<file path="src/rtl/core/mcwd_pkg.sv">
// ----------------------------------------------------------------------------
// Watchdog table package
// Shared types, codes and constants of the multi-channel watchdog table.
// ----------------------------------------------------------------------------
package mcwd_pkg;

   // Default table size and command queue depth.
   localparam int SLOTS_DEFAULT       = 16;
   localparam int QUEUE_DEPTH_DEFAULT = 2;

   // Field widths.
   localparam int WORD_W   = 32;
   localparam int RATE_W   = 10;

   // Reset value of the tick rate register.
   localparam logic [RATE_W-1:0] TICK_RATE_RESET = 10'd100;

   // Millisecond to tick conversion: a 42-bit product divided by 1000,
   // four quotient bits per step over a 44-bit padded dividend.
   localparam int DIVISOR    = 1000;
   localparam int PROD_W     = WORD_W + RATE_W;
   localparam int DIG_W      = 4;
   localparam int DIV_STEPS  = 11;
   localparam int DIVIDEND_W = DIG_W * DIV_STEPS;
   localparam int REM_W      = 10;
   localparam int PART_W     = REM_W + DIG_W;

   // Input action codes.
   typedef enum logic [1:0] {
      ACT_CREATE = 2'd0,
      ACT_FEED   = 2'd1,
      ACT_DELETE = 2'd2,
      ACT_TICK   = 2'd3
   } action_type;

   // Result status codes.
   typedef enum logic [1:0] {
      ST_OK        = 2'd0,
      ST_INVALID   = 2'd1,
      ST_NO_SPACE  = 2'd2,
      ST_NOT_FOUND = 2'd3
   } status_type;

   // Classified operations handed from the front to the back.
   typedef enum logic [2:0] {
      OP_CREATE,
      OP_INVALID,
      OP_FEED,
      OP_DELETE,
      OP_TICK
   } op_type;

   // One queued command.
   typedef struct packed {
      op_type             op;
      logic [WORD_W-1:0]  limit_ticks;
      logic [WORD_W-1:0]  target_id;
   } cmd_type;

   // One table entry.
   typedef struct packed {
      logic [WORD_W-1:0]  slot_id;
      logic [WORD_W-1:0]  limit_ticks;
      logic [WORD_W-1:0]  fed_tick;
   } slot_type;

   // One result transaction.
   typedef struct packed {
      status_type         status;
      logic [WORD_W-1:0]  new_id;
      logic               timed_out;
      logic [WORD_W-1:0]  expired_id;
   } rsp_type;

   // Front state machine.
   typedef enum logic [1:0] {
      F_IDLE,
      F_MUL,
      F_DIV,
      F_PUSH
   } front_state_type;

   // Back state machine.
   typedef enum logic [1:0] {
      B_IDLE,
      B_SCAN,
      B_RESULT
   } back_state_type;

endpackage

</file>
<file path="src/rtl/core/mcwd_front.sv">
// ----------------------------------------------------------------------------
// Watchdog table front end
// Accepts request transactions, classifies them and converts create
// timeouts from milliseconds to ticks before queueing the command.
// ----------------------------------------------------------------------------
module mcwd_front
   import mcwd_pkg::*;
(
   input  logic                 clock,
   input  logic                 reset,
   input  logic                 req_push,
   output logic                 req_full,
   input  logic [1:0]           req_action,
   input  logic [WORD_W-1:0]    req_period_ms,
   input  logic [WORD_W-1:0]    req_target_id,
   input  logic [RATE_W-1:0]    tick_rate_hz,
   output logic                 q_push,
   output cmd_type              q_data,
   input  logic                 q_full
);

   localparam int STEP_W = $clog2(DIV_STEPS);
   localparam logic [STEP_W-1:0] DIV_LAST = STEP_W'(DIV_STEPS - 1);

   front_state_type          state_ff, state_in;
   cmd_type                  cmd_ff, cmd_in;
   logic [WORD_W-1:0]        tmo_ff, tmo_in;
   logic [DIVIDEND_W-1:0]    dividend_ff, dividend_in;
   logic [DIVIDEND_W-1:0]    quot_ff, quot_in;
   logic [REM_W-1:0]         rem_ff, rem_in;
   logic [STEP_W-1:0]        step_ff, step_in;
   logic [PROD_W-1:0]        prod;
   logic [PART_W-1:0]        part;
   logic [PART_W-1:0]        part_sub;
   logic [DIG_W-1:0]         digit;

   // Control registers.
   always_ff @(posedge clock) begin
      if (reset) begin
         state_ff <= F_IDLE;
         step_ff  <= '0;
      end else begin
         state_ff <= state_in;
         step_ff  <= step_in;
      end
   end

   // Payload registers.
   always_ff @(posedge clock) begin
      cmd_ff      <= cmd_in;
      tmo_ff      <= tmo_in;
      dividend_ff <= dividend_in;
      quot_ff     <= quot_in;
      rem_ff      <= rem_in;
   end

   // Product of the timeout and the tick rate.
   assign prod = PROD_W'(tmo_ff) * PROD_W'(tick_rate_hz);

   // One quotient digit of the division by 1000.
   always_comb begin
      part     = {rem_ff, dividend_ff[DIVIDEND_W-1 -: DIG_W]};
      digit    = '0;
      part_sub = '0;
      for (int k = 1; k < (1 << DIG_W); k++) begin
         if (part >= PART_W'(k * DIVISOR)) begin
            digit    = DIG_W'(k);
            part_sub = PART_W'(k * DIVISOR);
         end
      end
   end

   // Next state.
   always_comb begin
      state_in = state_ff;
      unique case (state_ff)
         F_IDLE: begin
            if (req_push) begin
               if ((action_type'(req_action) == ACT_CREATE) && (req_period_ms != '0)) begin
                  state_in = F_MUL;
               end else begin
                  state_in = F_PUSH;
               end
            end
         end
         F_MUL: begin
            state_in = F_DIV;
         end
         F_DIV: begin
            if (step_ff == DIV_LAST) begin
               state_in = F_PUSH;
            end
         end
         F_PUSH: begin
            if (!q_full) begin
               state_in = F_IDLE;
            end
         end
         default: begin
            state_in = F_IDLE;
         end
      endcase
   end

   // Datapath and outputs.
   always_comb begin
      cmd_in      = cmd_ff;
      tmo_in      = tmo_ff;
      dividend_in = dividend_ff;
      quot_in     = quot_ff;
      rem_in      = rem_ff;
      step_in     = step_ff;
      q_push      = 1'b0;
      req_full    = 1'b1;
      unique case (state_ff)
         F_IDLE: begin
            req_full = 1'b0;
            if (req_push) begin
               tmo_in             = req_period_ms;
               cmd_in.target_id   = req_target_id;
               cmd_in.limit_ticks = '0;
               unique case (action_type'(req_action))
                  ACT_CREATE: begin
                     cmd_in.op = (req_period_ms == '0) ? OP_INVALID : OP_CREATE;
                  end
                  ACT_FEED: begin
                     cmd_in.op = OP_FEED;
                  end
                  ACT_DELETE: begin
                     cmd_in.op = OP_DELETE;
                  end
                  ACT_TICK: begin
                     cmd_in.op = OP_TICK;
                  end
                  default: begin
                     cmd_in.op = OP_TICK;
                  end
               endcase
            end
         end
         F_MUL: begin
            dividend_in = DIVIDEND_W'(prod);
            quot_in     = '0;
            rem_in      = '0;
            step_in     = '0;
         end
         F_DIV: begin
            dividend_in = dividend_ff << DIG_W;
            quot_in     = {quot_ff[DIVIDEND_W-DIG_W-1:0], digit};
            rem_in      = REM_W'(part - part_sub);
            step_in     = step_ff + 1'b1;
            // A quotient above the word range saturates.
            if (quot_in[DIVIDEND_W-1:WORD_W] != '0) begin
               cmd_in.limit_ticks = '1;
            end else begin
               cmd_in.limit_ticks = quot_in[WORD_W-1:0];
            end
         end
         F_PUSH: begin
            q_push = !q_full;
         end
         default: begin
            q_push = 1'b0;
         end
      endcase
   end

   assign q_data = cmd_ff;

endmodule

</file>
<file path="src/rtl/core/mcwd_queue.sv">
// ----------------------------------------------------------------------------
// Watchdog command queue
// Short first-in first-out queue of classified commands between the front
// end and the table back end.
// ----------------------------------------------------------------------------
module mcwd_queue
   import mcwd_pkg::*;
#(
   parameter int DEPTH = QUEUE_DEPTH_DEFAULT
)
(
   input  logic     clock,
   input  logic     reset,
   input  logic     push,
   input  cmd_type  push_data,
   output logic     full,
   input  logic     pop,
   output cmd_type  pop_data,
   output logic     empty
);

   localparam int PTR_W = (DEPTH > 1) ? $clog2(DEPTH) : 1;
   localparam int CNT_W = $clog2(DEPTH + 1);
   localparam logic [PTR_W-1:0] PTR_LAST = PTR_W'(DEPTH - 1);
   localparam logic [CNT_W-1:0] CNT_FULL = CNT_W'(DEPTH);

   cmd_type           entry_ff [DEPTH];
   logic [PTR_W-1:0]  wr_ptr_ff, wr_ptr_in;
   logic [PTR_W-1:0]  rd_ptr_ff, rd_ptr_in;
   logic [CNT_W-1:0]  count_ff, count_in;
   logic              do_push;
   logic              do_pop;

   assign full     = (count_ff == CNT_FULL);
   assign empty    = (count_ff == '0);
   assign do_push  = push && !full;
   assign do_pop   = pop && !empty;
   assign pop_data = entry_ff[rd_ptr_ff];

   // Pointer and fill count update.
   always_comb begin
      wr_ptr_in = wr_ptr_ff;
      rd_ptr_in = rd_ptr_ff;
      count_in  = count_ff;
      if (do_push) begin
         wr_ptr_in = (wr_ptr_ff == PTR_LAST) ? '0 : wr_ptr_ff + 1'b1;
      end
      if (do_pop) begin
         rd_ptr_in = (rd_ptr_ff == PTR_LAST) ? '0 : rd_ptr_ff + 1'b1;
      end
      if (do_push && !do_pop) begin
         count_in = count_ff + 1'b1;
      end else if (do_pop && !do_push) begin
         count_in = count_ff - 1'b1;
      end
   end

   always_ff @(posedge clock) begin
      if (reset) begin
         wr_ptr_ff <= '0;
         rd_ptr_ff <= '0;
         count_ff  <= '0;
      end else begin
         wr_ptr_ff <= wr_ptr_in;
         rd_ptr_ff <= rd_ptr_in;
         count_ff  <= count_in;
      end
   end

   // Entry storage.
   always_ff @(posedge clock) begin
      if (do_push) begin
         entry_ff[wr_ptr_ff] <= push_data;
      end
   end

endmodule

</file>
<file path="src/rtl/core/mcwd_back.sv">
// ----------------------------------------------------------------------------
// Watchdog table back end
// Holds the channel table, runs each queued command but a rejected create
// as a sequential scan over the slots, then presents the result transaction.
// ----------------------------------------------------------------------------
module mcwd_back
   import mcwd_pkg::*;
#(
   parameter int SLOTS = SLOTS_DEFAULT
)
(
   input  logic                 clock,
   input  logic                 reset,
   input  logic                 q_empty,
   output logic                 q_pop,
   input  cmd_type              q_data,
   output logic                 rsp_empty,
   input  logic                 rsp_pop,
   output rsp_type              rsp_data
);

   localparam int IDX_W = (SLOTS > 1) ? $clog2(SLOTS) : 1;
   localparam int CNT_W = $clog2(SLOTS + 1);
   localparam logic [CNT_W-1:0] CNT_END  = CNT_W'(SLOTS);
   localparam logic [IDX_W-1:0] IDX_LAST = IDX_W'(SLOTS - 1);

   back_state_type       state_ff, state_in;
   cmd_type              cmd_ff, cmd_in;
   logic [CNT_W-1:0]     cnt_ff, cnt_in;
   logic                 eval_vld_ff, eval_vld_in;
   logic [IDX_W-1:0]     eval_idx_ff;
   logic [SLOTS-1:0]     valid_ff, valid_in;
   logic [WORD_W-1:0]    now_ff, now_in;
   logic [WORD_W-1:0]    next_id_ff, next_id_in;
   logic                 tout_ff, tout_in;
   logic [WORD_W-1:0]    eid_ff, eid_in;
   rsp_type              res_ff, res_in;
   logic                 rsp_vld_ff, rsp_vld_in;
   rsp_type              rsp_data_ff;
   slot_type             slot_mem [SLOTS];
   slot_type             rd_data_ff;
   logic                 mem_we;
   slot_type             mem_wdata;
   logic                 scan_done;
   logic                 rsp_load;
   logic                 eval_slot_vld;
   logic [WORD_W-1:0]    elapsed;
   logic                 expired;

   // Control registers.
   always_ff @(posedge clock) begin
      if (reset) begin
         state_ff    <= B_IDLE;
         cnt_ff      <= '0;
         eval_vld_ff <= 1'b0;
         valid_ff    <= '0;
         now_ff      <= '0;
         next_id_ff  <= WORD_W'(1);
         tout_ff     <= 1'b0;
         rsp_vld_ff  <= 1'b0;
      end else begin
         state_ff    <= state_in;
         cnt_ff      <= cnt_in;
         eval_vld_ff <= eval_vld_in;
         valid_ff    <= valid_in;
         now_ff      <= now_in;
         next_id_ff  <= next_id_in;
         tout_ff     <= tout_in;
         rsp_vld_ff  <= rsp_vld_in;
      end
   end

   // Payload registers.
   always_ff @(posedge clock) begin
      cmd_ff      <= cmd_in;
      eid_ff      <= eid_in;
      res_ff      <= res_in;
      eval_idx_ff <= cnt_ff[IDX_W-1:0];
      if (rsp_load) begin
         rsp_data_ff <= res_ff;
      end
   end

   // Slot table: one write port at the evaluated slot, one registered read
   // at the scan address.
   always_ff @(posedge clock) begin
      if (mem_we) begin
         slot_mem[eval_idx_ff] <= mem_wdata;
      end
      rd_data_ff <= slot_mem[cnt_ff[IDX_W-1:0]];
   end

   // Expiry test of the evaluated slot against the current time.
   assign eval_slot_vld = valid_ff[eval_idx_ff];
   assign elapsed       = now_ff - rd_data_ff.fed_tick;
   assign expired       = eval_slot_vld && (elapsed >= rd_data_ff.limit_ticks);

   // Result register hand-off to the output stage.
   assign rsp_load   = (state_ff == B_RESULT) && (!rsp_vld_ff || rsp_pop);
   assign rsp_vld_in = rsp_load || (rsp_vld_ff && !rsp_pop);
   assign rsp_empty  = !rsp_vld_ff;
   assign rsp_data   = rsp_data_ff;

   // Next state.
   always_comb begin
      state_in = state_ff;
      unique case (state_ff)
         B_IDLE: begin
            if (!q_empty) begin
               state_in = (q_data.op == OP_INVALID) ? B_RESULT : B_SCAN;
            end
         end
         B_SCAN: begin
            if (scan_done) begin
               state_in = B_RESULT;
            end
         end
         B_RESULT: begin
            if (rsp_load) begin
               state_in = B_IDLE;
            end
         end
         default: begin
            state_in = B_IDLE;
         end
      endcase
   end

   // Command execution.
   always_comb begin
      cmd_in      = cmd_ff;
      cnt_in      = cnt_ff;
      eval_vld_in = 1'b0;
      valid_in    = valid_ff;
      now_in      = now_ff;
      next_id_in  = next_id_ff;
      tout_in     = tout_ff;
      eid_in      = eid_ff;
      res_in      = res_ff;
      mem_we      = 1'b0;
      mem_wdata   = rd_data_ff;
      q_pop       = 1'b0;
      scan_done   = 1'b0;
      unique case (state_ff)
         B_IDLE: begin
            if (!q_empty) begin
               q_pop   = 1'b1;
               cmd_in  = q_data;
               cnt_in  = '0;
               tout_in = 1'b0;
               eid_in  = '0;
               res_in  = '{status: ST_OK, new_id: '0, timed_out: 1'b0, expired_id: '0};
               if (q_data.op == OP_INVALID) begin
                  res_in.status = ST_INVALID;
               end
               // A tick advances time before its check.
               if (q_data.op == OP_TICK) begin
                  now_in = now_ff + 1'b1;
               end
            end
         end
         B_SCAN: begin
            // Issue the next slot read.
            if (cnt_ff != CNT_END) begin
               eval_vld_in = 1'b1;
               cnt_in      = cnt_ff + 1'b1;
            end
            // Evaluate the slot read in the previous cycle.
            if (eval_vld_ff) begin
               unique case (cmd_ff.op)
                  OP_CREATE: begin
                     if (!eval_slot_vld) begin
                        scan_done             = 1'b1;
                        mem_we                = 1'b1;
                        mem_wdata.slot_id     = next_id_ff;
                        mem_wdata.limit_ticks = cmd_ff.limit_ticks;
                        mem_wdata.fed_tick    = now_ff;
                        valid_in[eval_idx_ff] = 1'b1;
                        next_id_in            = next_id_ff + 1'b1;
                        res_in.new_id         = next_id_ff;
                     end else if (eval_idx_ff == IDX_LAST) begin
                        scan_done     = 1'b1;
                        res_in.status = ST_NO_SPACE;
                     end
                  end
                  OP_FEED,
                  OP_DELETE: begin
                     if (eval_slot_vld && (rd_data_ff.slot_id == cmd_ff.target_id)) begin
                        scan_done = 1'b1;
                        if (cmd_ff.op == OP_FEED) begin
                           mem_we             = 1'b1;
                           mem_wdata.fed_tick = now_ff;
                        end else begin
                           valid_in[eval_idx_ff] = 1'b0;
                        end
                     end else if (eval_idx_ff == IDX_LAST) begin
                        scan_done     = 1'b1;
                        res_in.status = ST_NOT_FOUND;
                     end
                  end
                  OP_TICK: begin
                     // Keep the largest id among expired slots.
                     if (expired && (!tout_ff || (rd_data_ff.slot_id > eid_ff))) begin
                        eid_in = rd_data_ff.slot_id;
                     end
                     if (expired) begin
                        tout_in = 1'b1;
                     end
                     if (eval_idx_ff == IDX_LAST) begin
                        scan_done         = 1'b1;
                        res_in.timed_out  = tout_in;
                        res_in.expired_id = eid_in;
                     end
                  end
                  default: begin
                     scan_done = 1'b1;
                  end
               endcase
            end
            if (scan_done) begin
               eval_vld_in = 1'b0;
            end
         end
         B_RESULT: begin
            eval_vld_in = 1'b0;
         end
         default: begin
            eval_vld_in = 1'b0;
         end
      endcase
   end

endmodule

</file>
<file path="src/rtl/core/multi_channel_watchdog_table_top.sv">
// ----------------------------------------------------------------------------
// Multi-channel watchdog table
// Top level: tick rate register, front end, command queue and table back end.
// ----------------------------------------------------------------------------
// Usage:
// Requests enter through a queue-style port: a transaction is taken on a
// clock edge with req_push high and req_full low. Results leave the same way:
// while rsp_empty is low the oldest result is on the rsp_ ports, and it is
// taken on an edge with rsp_pop high. Every request gives exactly one result,
// in request order.
// The front end takes one request at a time. Feed, delete, tick and rejected
// creates go straight to the push state; a create first passes the multiply
// state and then the divide by 1000 before it is pushed.
// The back end scans the slot table one slot per cycle through a registered
// read port until the command is settled or the last slot is read; a
// rejected create skips the scan. If the receiver stalls, one result waits
// in the output register, the back end holds one more, and the command
// queue and front end keep filling until req_full rises. Synchronous reset
// empties the table and queue, sets time to zero, the next id to one and
// the tick rate to 100. csr_wr_en writes the tick rate; the user must
// assert it only while the block is idle; the block does not enforce it.
// ----------------------------------------------------------------------------
module multi_channel_watchdog_table_top
   import mcwd_pkg::*;
#(
   parameter int SLOTS       = SLOTS_DEFAULT,
   parameter int QUEUE_DEPTH = QUEUE_DEPTH_DEFAULT
)
(
   input  logic                 clock,
   input  logic                 reset,
   input  logic                 req_push,
   output logic                 req_full,
   input  logic [1:0]           req_action,
   input  logic [WORD_W-1:0]    req_period_ms,
   input  logic [WORD_W-1:0]    req_target_id,
   output logic                 rsp_empty,
   input  logic                 rsp_pop,
   output logic [1:0]           rsp_status,
   output logic [WORD_W-1:0]    rsp_new_id,
   output logic                 rsp_timed_out,
   output logic [WORD_W-1:0]    rsp_expired_id,
   input  logic                 csr_wr_en,
   input  logic [RATE_W-1:0]    csr_wr_data
);

   logic [RATE_W-1:0]  tick_rate_ff;
   logic               q_push;
   logic               q_full;
   logic               q_pop;
   logic               q_empty;
   cmd_type            q_push_data;
   cmd_type            q_pop_data;
   rsp_type            rsp_data;

   // Tick rate register.
   always_ff @(posedge clock) begin
      if (reset) begin
         tick_rate_ff <= TICK_RATE_RESET;
      end else if (csr_wr_en) begin
         tick_rate_ff <= csr_wr_data;
      end
   end

   // Request intake and timeout conversion.
   mcwd_front u_front (
      .clock          (clock),
      .reset          (reset),
      .req_push       (req_push),
      .req_full       (req_full),
      .req_action     (req_action),
      .req_period_ms  (req_period_ms),
      .req_target_id  (req_target_id),
      .tick_rate_hz   (tick_rate_ff),
      .q_push         (q_push),
      .q_data         (q_push_data),
      .q_full         (q_full)
   );

   // Command queue between front and back.
   mcwd_queue #(
      .DEPTH (QUEUE_DEPTH)
   ) u_queue (
      .clock     (clock),
      .reset     (reset),
      .push      (q_push),
      .push_data (q_push_data),
      .full      (q_full),
      .pop       (q_pop),
      .pop_data  (q_pop_data),
      .empty     (q_empty)
   );

   // Slot table and command execution.
   mcwd_back #(
      .SLOTS (SLOTS)
   ) u_back (
      .clock     (clock),
      .reset     (reset),
      .q_empty   (q_empty),
      .q_pop     (q_pop),
      .q_data    (q_pop_data),
      .rsp_empty (rsp_empty),
      .rsp_pop   (rsp_pop),
      .rsp_data  (rsp_data)
   );

   // Result fields.
   assign rsp_status     = rsp_data.status;
   assign rsp_new_id     = rsp_data.new_id;
   assign rsp_timed_out  = rsp_data.timed_out;
   assign rsp_expired_id = rsp_data.expired_id;

endmodule

</file>
<file path="config.mk">
export PLATFORM = sky130hd
export DESIGN_NAME = multi_channel_watchdog_table_top
export DESIGN_NICKNAME = d
export VERILOG_FILES = /design/src/rtl/core/mcwd_pkg.sv /design/src/rtl/core/mcwd_front.sv /design/src/rtl/core/mcwd_queue.sv /design/src/rtl/core/mcwd_back.sv /design/src/rtl/core/multi_channel_watchdog_table_top.sv
export SDC_FILE = /design/constraint.sdc
export NUM_CORES = 2
export LEC_CHECK = 0
export ABC_AREA = 1
export BUFFER_PORTS_ARGS = -buffer_cell sky130_fd_sc_hd__buf_2
export CAP_MARGIN = 0
export CORE_MARGIN = 5
export CORE_UTILIZATION = 35
export DETAILED_ROUTE_END_ITERATION = 12
export GPL_ROUTABILITY_DRIVEN = 0
export SLEW_MARGIN = 5
export SYNTH_ARGS = -nofsm -noshare
export SYNTH_HDL_FRONTEND = slang
export SYNTH_SLANG_ARGS = --single-unit
</file>
<file path="constraint.sdc">
create_clock -name clock -period 12.5 [get_ports clock]
set_clock_uncertainty 0.1 [all_clocks]
set_input_delay 3.75 -clock clock [delete_from_list [all_inputs] [get_ports clock]]
set_output_delay 3.75 -clock clock [all_outputs]
set_load 0.02 [all_outputs]
</file>
## Yosys cells after proc, flatten, opt, wreduce, memory -nomap -nowiden

Memory sizes are Yosys's and may differ from the RTL's. A register that Yosys moved wholly into a read port is not among the register bits.
Cells that the tools add are included.

- Flip-flop bits (word level): 540
- Memory bits (writable): 1670
- Input port bits: 81
- Output and inout port bits: 69
- Logic and storage cells: 277
- Memories kept: 2

- $add $sub $neg: 10
- Multiply operators: 1
- Order comparisons: 19
- Equality and inequality tests: 38
- Muxes and demuxes: 118
- Bitwise gates (word level): 6
- Reduce and logical (&&, ||, !) cells: 49

Memories:

| memory | depth | bits a word | read ports | clocked after Yosys merged registers in | write ports | line | text |
|---|---|---|---|---|---|---|---|
| u_back.slot_mem | 16 | 96 | 1 | 1 | 1 | mcwd_back.sv:40 | `slot_type slot_mem [SLOTS];` |
| u_queue.entry_ff | 2 | 67 | 1 | 1 | 1 | mcwd_queue.sv:27 | `cmd_type entry_ff [DEPTH];` |

Operators by type and width:

| operator | count |
|---|---|
| $mux 32 | 9 |
| $mux 96 | 3 |
| $pmux 32 s2 | 3 |
| $mux 10 | 15 |
| $mux 67 | 2 |
| $pmux 67 s2 | 1 |
| $mux 64 | 2 |
| $ge 14x14->1 const B | 7 |
| $pmux 44 s2 | 1 |
| $pmux 40 s2 | 1 |
| $mux 33 | 2 |
| $add 32x1->32 const B | 2 |
| $ge 14x13->1 const B | 4 |
| $mux 16 | 3 |
| $mul 32x10->42 | 1 |
| $mux 1 | 33 |
| $eq 32x32->1 | 1 |
| $ge 32x32->1 | 1 |
| $gt 32x32->1 | 1 |
| $logic_not 32->1 | 1 |
| $mux 2 | 16 |
| $mux 4 | 8 |
| $pmux 16 s2 | 1 |
| $reduce_bool 32->1 | 1 |
| 55 further kinds | 122 |

## Depth between registers and ports, before layout

- Depth in word-level cells: 18
- Gate-level depth with buffers: 29

## Cells and area by module

Synthesis repeated with hierarchy kept, for this count alone.

- Cells, all modules: 8994
- Area, all modules: 102828.6 sq um

By module, submodules not included:

| module | times used | cells each | area each (sq um) | seq. area each (sq um) |
|---|---|---|---|---|
| mcwd_back | 1 | 6517 | 78557.8 | 56924.6 |
| mcwd_front | 1 | 2174 | 18672.9 | 5915.7 |
| mcwd_queue | 1 | 245 | 5190.0 | 4124.0 |
| multi_channel_watchdog_table_top | 1 | 58 | 407.9 | 200.2 |

## Least setup slack after synthesis

No wires, ideal clock.

- Path kind: reg2reg
- Start: register u_back.eval_idx_ff[0]
- End: memory u_back.slot_mem[0][0] (netlist bit) (enable)
- Arrival time: 8.221 ns
- Data required time: 11.732 ns
- Slack: 3.510 ns
- Cell stages (with the launch flop): 12
- Buffers on the path: 1
- Period minus slack after synthesis: 8.990 ns
- Path through: dfxtp_1 -> inv_1 -> nor2_1 -> a22oi_1 -> nand2_1 -> nand2_1 -> nand4_2 -> nand4_2 -> o21ai_2 -> nand2_2 -> buf_1 -> nor3_1

- Longest elaborated chain between the ends: 9

RTL lines:

| what | line | text |
|---|---|---|
| from (decl) | mcwd_back.sv:31 | `logic [IDX_W-1:0] eval_idx_ff;` |
| from (signal assigned) | mcwd_back.sv:78 | `eval_idx_ff <= cnt_ff[IDX_W-1:0];` |
| $bmux 1 s4 | mcwd_back.sv:94 | `assign eval_slot_vld = valid_ff[eval_idx_ff];` |
| $mux 1 (implied by the code) | mcwd_back.sv:94 |  |
| $logic_and 1x1->1 | mcwd_back.sv:188 | `if (eval_slot_vld && (rd_data_ff.slot_id == cmd_ff.target_id)) begin` |
| $mux 1 | mcwd_back.sv:188 |  |
| $pmux 1 s2 | mcwd_back.sv:170 | `unique case (cmd_ff.op)` |
| $mux 1 | mcwd_back.sv:169 | `if (eval_vld_ff) begin` |
| $mux 1 | mcwd_back.sv:144 | `unique case (state_ff)` |
| $mux 1 | mcwd_back.sv:87 | `if (mem_we) begin` |
| $mux 1 (implied by the code) | mcwd_back.sv:88 | `slot_mem[eval_idx_ff] <= mem_wdata;` |
| to (decl) | mcwd_back.sv:40 |  |

Several ways; a longest one is shown, not always the timed one. The select of a mux whose other input is x is not followed.

## Final worst setup path

- Start: register u_back.now_ff[0]
- End: register u_back.eid_ff[8], data pin

- Longest elaborated chain between the ends: 8

RTL lines:

| what | line | text |
|---|---|---|
| from (decl) | mcwd_back.sv:33 | `logic [WORD_W-1:0] now_ff, now_in;` |
| from (signal assigned) | mcwd_back.sv:66 | `now_ff <= now_in;` |
| $sub 32x32->32 | mcwd_back.sv:95 | `assign elapsed = now_ff - rd_data_ff.fed_tick;` |
| $ge 32x32->1 | mcwd_back.sv:96 | `assign expired = eval_slot_vld && (elapsed >= rd_data_ff.limit_ticks);` |
| $logic_and 1x1->1 | mcwd_back.sv:96 |  |
| $logic_and 1x1->1 | mcwd_back.sv:203 | `if (expired && (!tout_ff \|\| (rd_data_ff.slot_id > eid_ff))) begin` |
| $mux 32 | mcwd_back.sv:203 |  |
| $mux 32 | mcwd_back.sv:170 |  |
| $mux 32 | mcwd_back.sv:169 |  |
| $pmux 32 s2 | mcwd_back.sv:144 |  |
| to (signal assigned) | mcwd_back.sv:76 | `eid_ff <= eid_in;` |
| to (decl) | mcwd_back.sv:36 | `logic [WORD_W-1:0] eid_ff, eid_in;` |

Every way passes these cells. The select of a mux whose other input is x is not followed.
A chain may end at the register's enable or synchronous reset.

==> flow_summary.json <==
{
  "synthCells": 8719,
  "cts_hold_buffers": 0,
  "synth_seq_cells": 2307,
  "die_y_um": 548,
  "setup_viol": 0,
  "tns_ns": 0,
  "crit_family": "simple AND/OR/NAND/NOR gates",
  "drv_slew": 0,
  "top_level_ports": 150,
  "dieArea_um2": 301000,
  "grt_start_max_net_pins": 245,
  "dpl.hpwl_um": 155000,
  "dr.first_iter.drc_count": 6190,
  "end_kind": "flip-flop",
  "tightest_slew_ns": 1.31,
  "cts_made_buffers": 235,
  "synthTopCellsByCount": "2096 x edfxtp_1, 1372 x nand2_1, 1095 x nor2_1",
  "ys_seq_area_share_pct": 66.2,
  "required_ns": 13.13,
  "crit_slowest_cell": "inv_1",
  "drive_gt1_share_pct": 9.36,
  "ctsResizeCount": 0,
  "yosysUniqueCellTypes": 48,
  "synth.avg_cell_area_um2": 11.6,
  "start_kind": "flip-flop",
  "core_um2": 288000,
  "grt_remaining_overflow": 0,
  "holdCritPathClass": "flip-flop to flip-flop",
  "cts_tree": "built",
  "drc": 0,
  "portBuffers": 149,
  "crit_buf_inv": 5,
  "crit_type": "flip-flop to flip-flop",
  "final_hold_viol_count": 0,
  "totalWireLength_um": 272000,
  "drtPass1Iterations": 6,
  "routedWlPerCell_um": 21.2,
  "cts_root_buf": "clkbuf_16",
  "grt_pass1_vias": 66686,
  "antenna_found_initial": 4,
  "post-route-period-util_pct": 56.1,
  "grt_pass1_wl_um": 411000,
  "synth_area_leaders": "edfxtp_1 62%, nand2_1 5.1%, o21ai_0 4.9%",
  "syn_area_um2": 101000,
  "vias_per_cell": 5.23,
  "synth_most_common_cell": "edfxtp_1",
  "yosysTopAreaCell": "edfxtp_1",
  "initial_core_util_pct": 35.2,
  "numClockSinks": 2307,
  "clock_path_buffers": 4,
  "rows": 197,
  "cts_max_level": 4,
  "slowest_delay_ns": 1.23,
  "area_delta_synth_final_pct": 13.1,
  "max_cap_viol_count": 0,
  "synth_edf_count": 2096,
  "synth_top_area_share_pct": 62.0,
  "power_density_nw_per_um2": 255,
  "slew-limit-headroom_pct": 12.3,
  "ant_nets": 0,
  "ys_warn_count": 0,
  "status": "complete, no violations",
  "path_clk_slew_ns": 0.07,
  "cp.arrival_ns": 7.64,
  "path_max_fanout": 33,
  "num_vias": 67095,
  "timing.hold.ws_ns": 0.269,
  "ir_drop_mv": 0.238,
  "synth_nets": 9231,
  "grt_use_total_pct": 17.5,
  "dieWidth_um": 548,
  "async_flop_share_pct": 0,
  "period_needed_ns": 7.01,
  "clkLatencyLatePin_ns": 0.91,
  "fmax_mhz": 143,
  "post_cts_buffers": 0,
  "nets": 9351,
  "rsz0062_at_grt": "no",
  "final.fill_count": 27032,
  "leakagePower_nw": 42.5,
  "synth_ff_type": "edfxtp_1"
}
metal layers:
metal / vias to the layer above / routed length [µm] / GRT usage [%]
li1: 30601 / - / -
met2: 2527 / 131000 / 29.3
met5: - / 0 / 0
met3: 459 / 18500 / 2.27
met4: 0 / 8120 / 5.37
met1: 33508 / 115000 / 23.9
sequential cells by signal, summed over array words and instances, names as in the netlist, 44 cells and up, named ones only:
| register | count |
|---|---|
| u_front.dividend_ff | 44 |
| u_back.cmd_ff | 67 |
| u_back.rsp_data | 67 |
| u_back.res_ff | 67 |
| u_back.rd_data_ff | 96 |
| u_front.q_data | 67 |
| u_back.slot_mem | 1536 |
| u_queue.entry_ff | 134 |
metrics by stage:
step / power, mW / setup slack, ns / area, µm² / cells / utilization, %
floorplan: 18.9 / 3.51 / 101000 / 8719 / -
global placement: 22.1 / 5.58 / 107000 / 12383 / 37.1
detailed placement: 22.3 / 5.49 / 107000 / 12383 / 37.1
CTS: 29.4 / 5.47 / 115000 / 12817 / 39.8
global route: 31.4 / 4.89 / 115000 / 12818 / 39.8
finish: 29.3 / 5.49 / 115000 / 12820 / 39.8
placed cells by master (no fill, tap or decap), drive strengths merged, types with 24 or more instances in the layout:
master,n
nand4,123
xor2,58
bufinv,24
o22ai,384
mux2,64
nor3,91
a31oi,26
nand3,125
a21oi,205
clkbuf,320
fa,240
xnor2,33
buf,332
o21ai,1010
dfxtp,211
ha,191
inv,797
nor4,34
clkinv,75
nor2,1103
nand2,1378
edfxtp,2096
layout make-up:
| class | instances | area (µm²) | share of cell area [%] |
|---|---|---|---|
| clock inverters | 114 | 1230 | 1.07 |
| diodes | 3 | 7.51 | 0.00654 |
| flip-flops and latches | 2307 | 67200 | 58.5 |
| multi-input cells | 5171 | 29800 | 26.0 |
| inverters | 792 | 2990 | 2.61 |
| clock buffers | 320 | 6600 | 5.75 |
| well taps | 3781 | 4730 | 4.12 |
| repair buffers | 332 | 2210 | 1.92 |
final timing paths:
| check | startpoint | to | slack [ns] | cells after the start |
|---|---|---|---|---|
| hold / removal | u_back.res_ff[65]$_DFFE_PP_ | u_back.rsp_data[65]$_DFFE_PP_ | 0.27 | 0 |
| setup / recovery | u_back.now_ff[0]$_SDFFE_PP0P_ | u_back.eid_ff[8]$_SDFFCE_PN0P_ | 5.49 | 28 |
| setup reg to reg | u_back.now_ff[0]$_SDFFE_PP0P_ | u_back.eid_ff[8]$_SDFFCE_PN0P_ | 5.49 | 28 |
| hold reg to reg | u_back.res_ff[65]$_DFFE_PP_ | u_back.rsp_data[65]$_DFFE_PP_ | 0.27 | 0 |
cells by family after synthesis:
group	count (synthesis)	synth area share [%]
compound gates	1691	9.03
simple gates	2894	11.6
buf+inv	1241	4.60
xor+xnor	91	0.786
fa+ha+maj	431	7.09
mux	64	0.710
flops	2307	66.2
report_power, final:
part,internal [mW],switching [mW]
Sequential,10.3,0.601
Combinational,3.73,7.55
Clock,4.18,2.92
Total,18.2,11.1
Power figures use the tool's default switching activity.
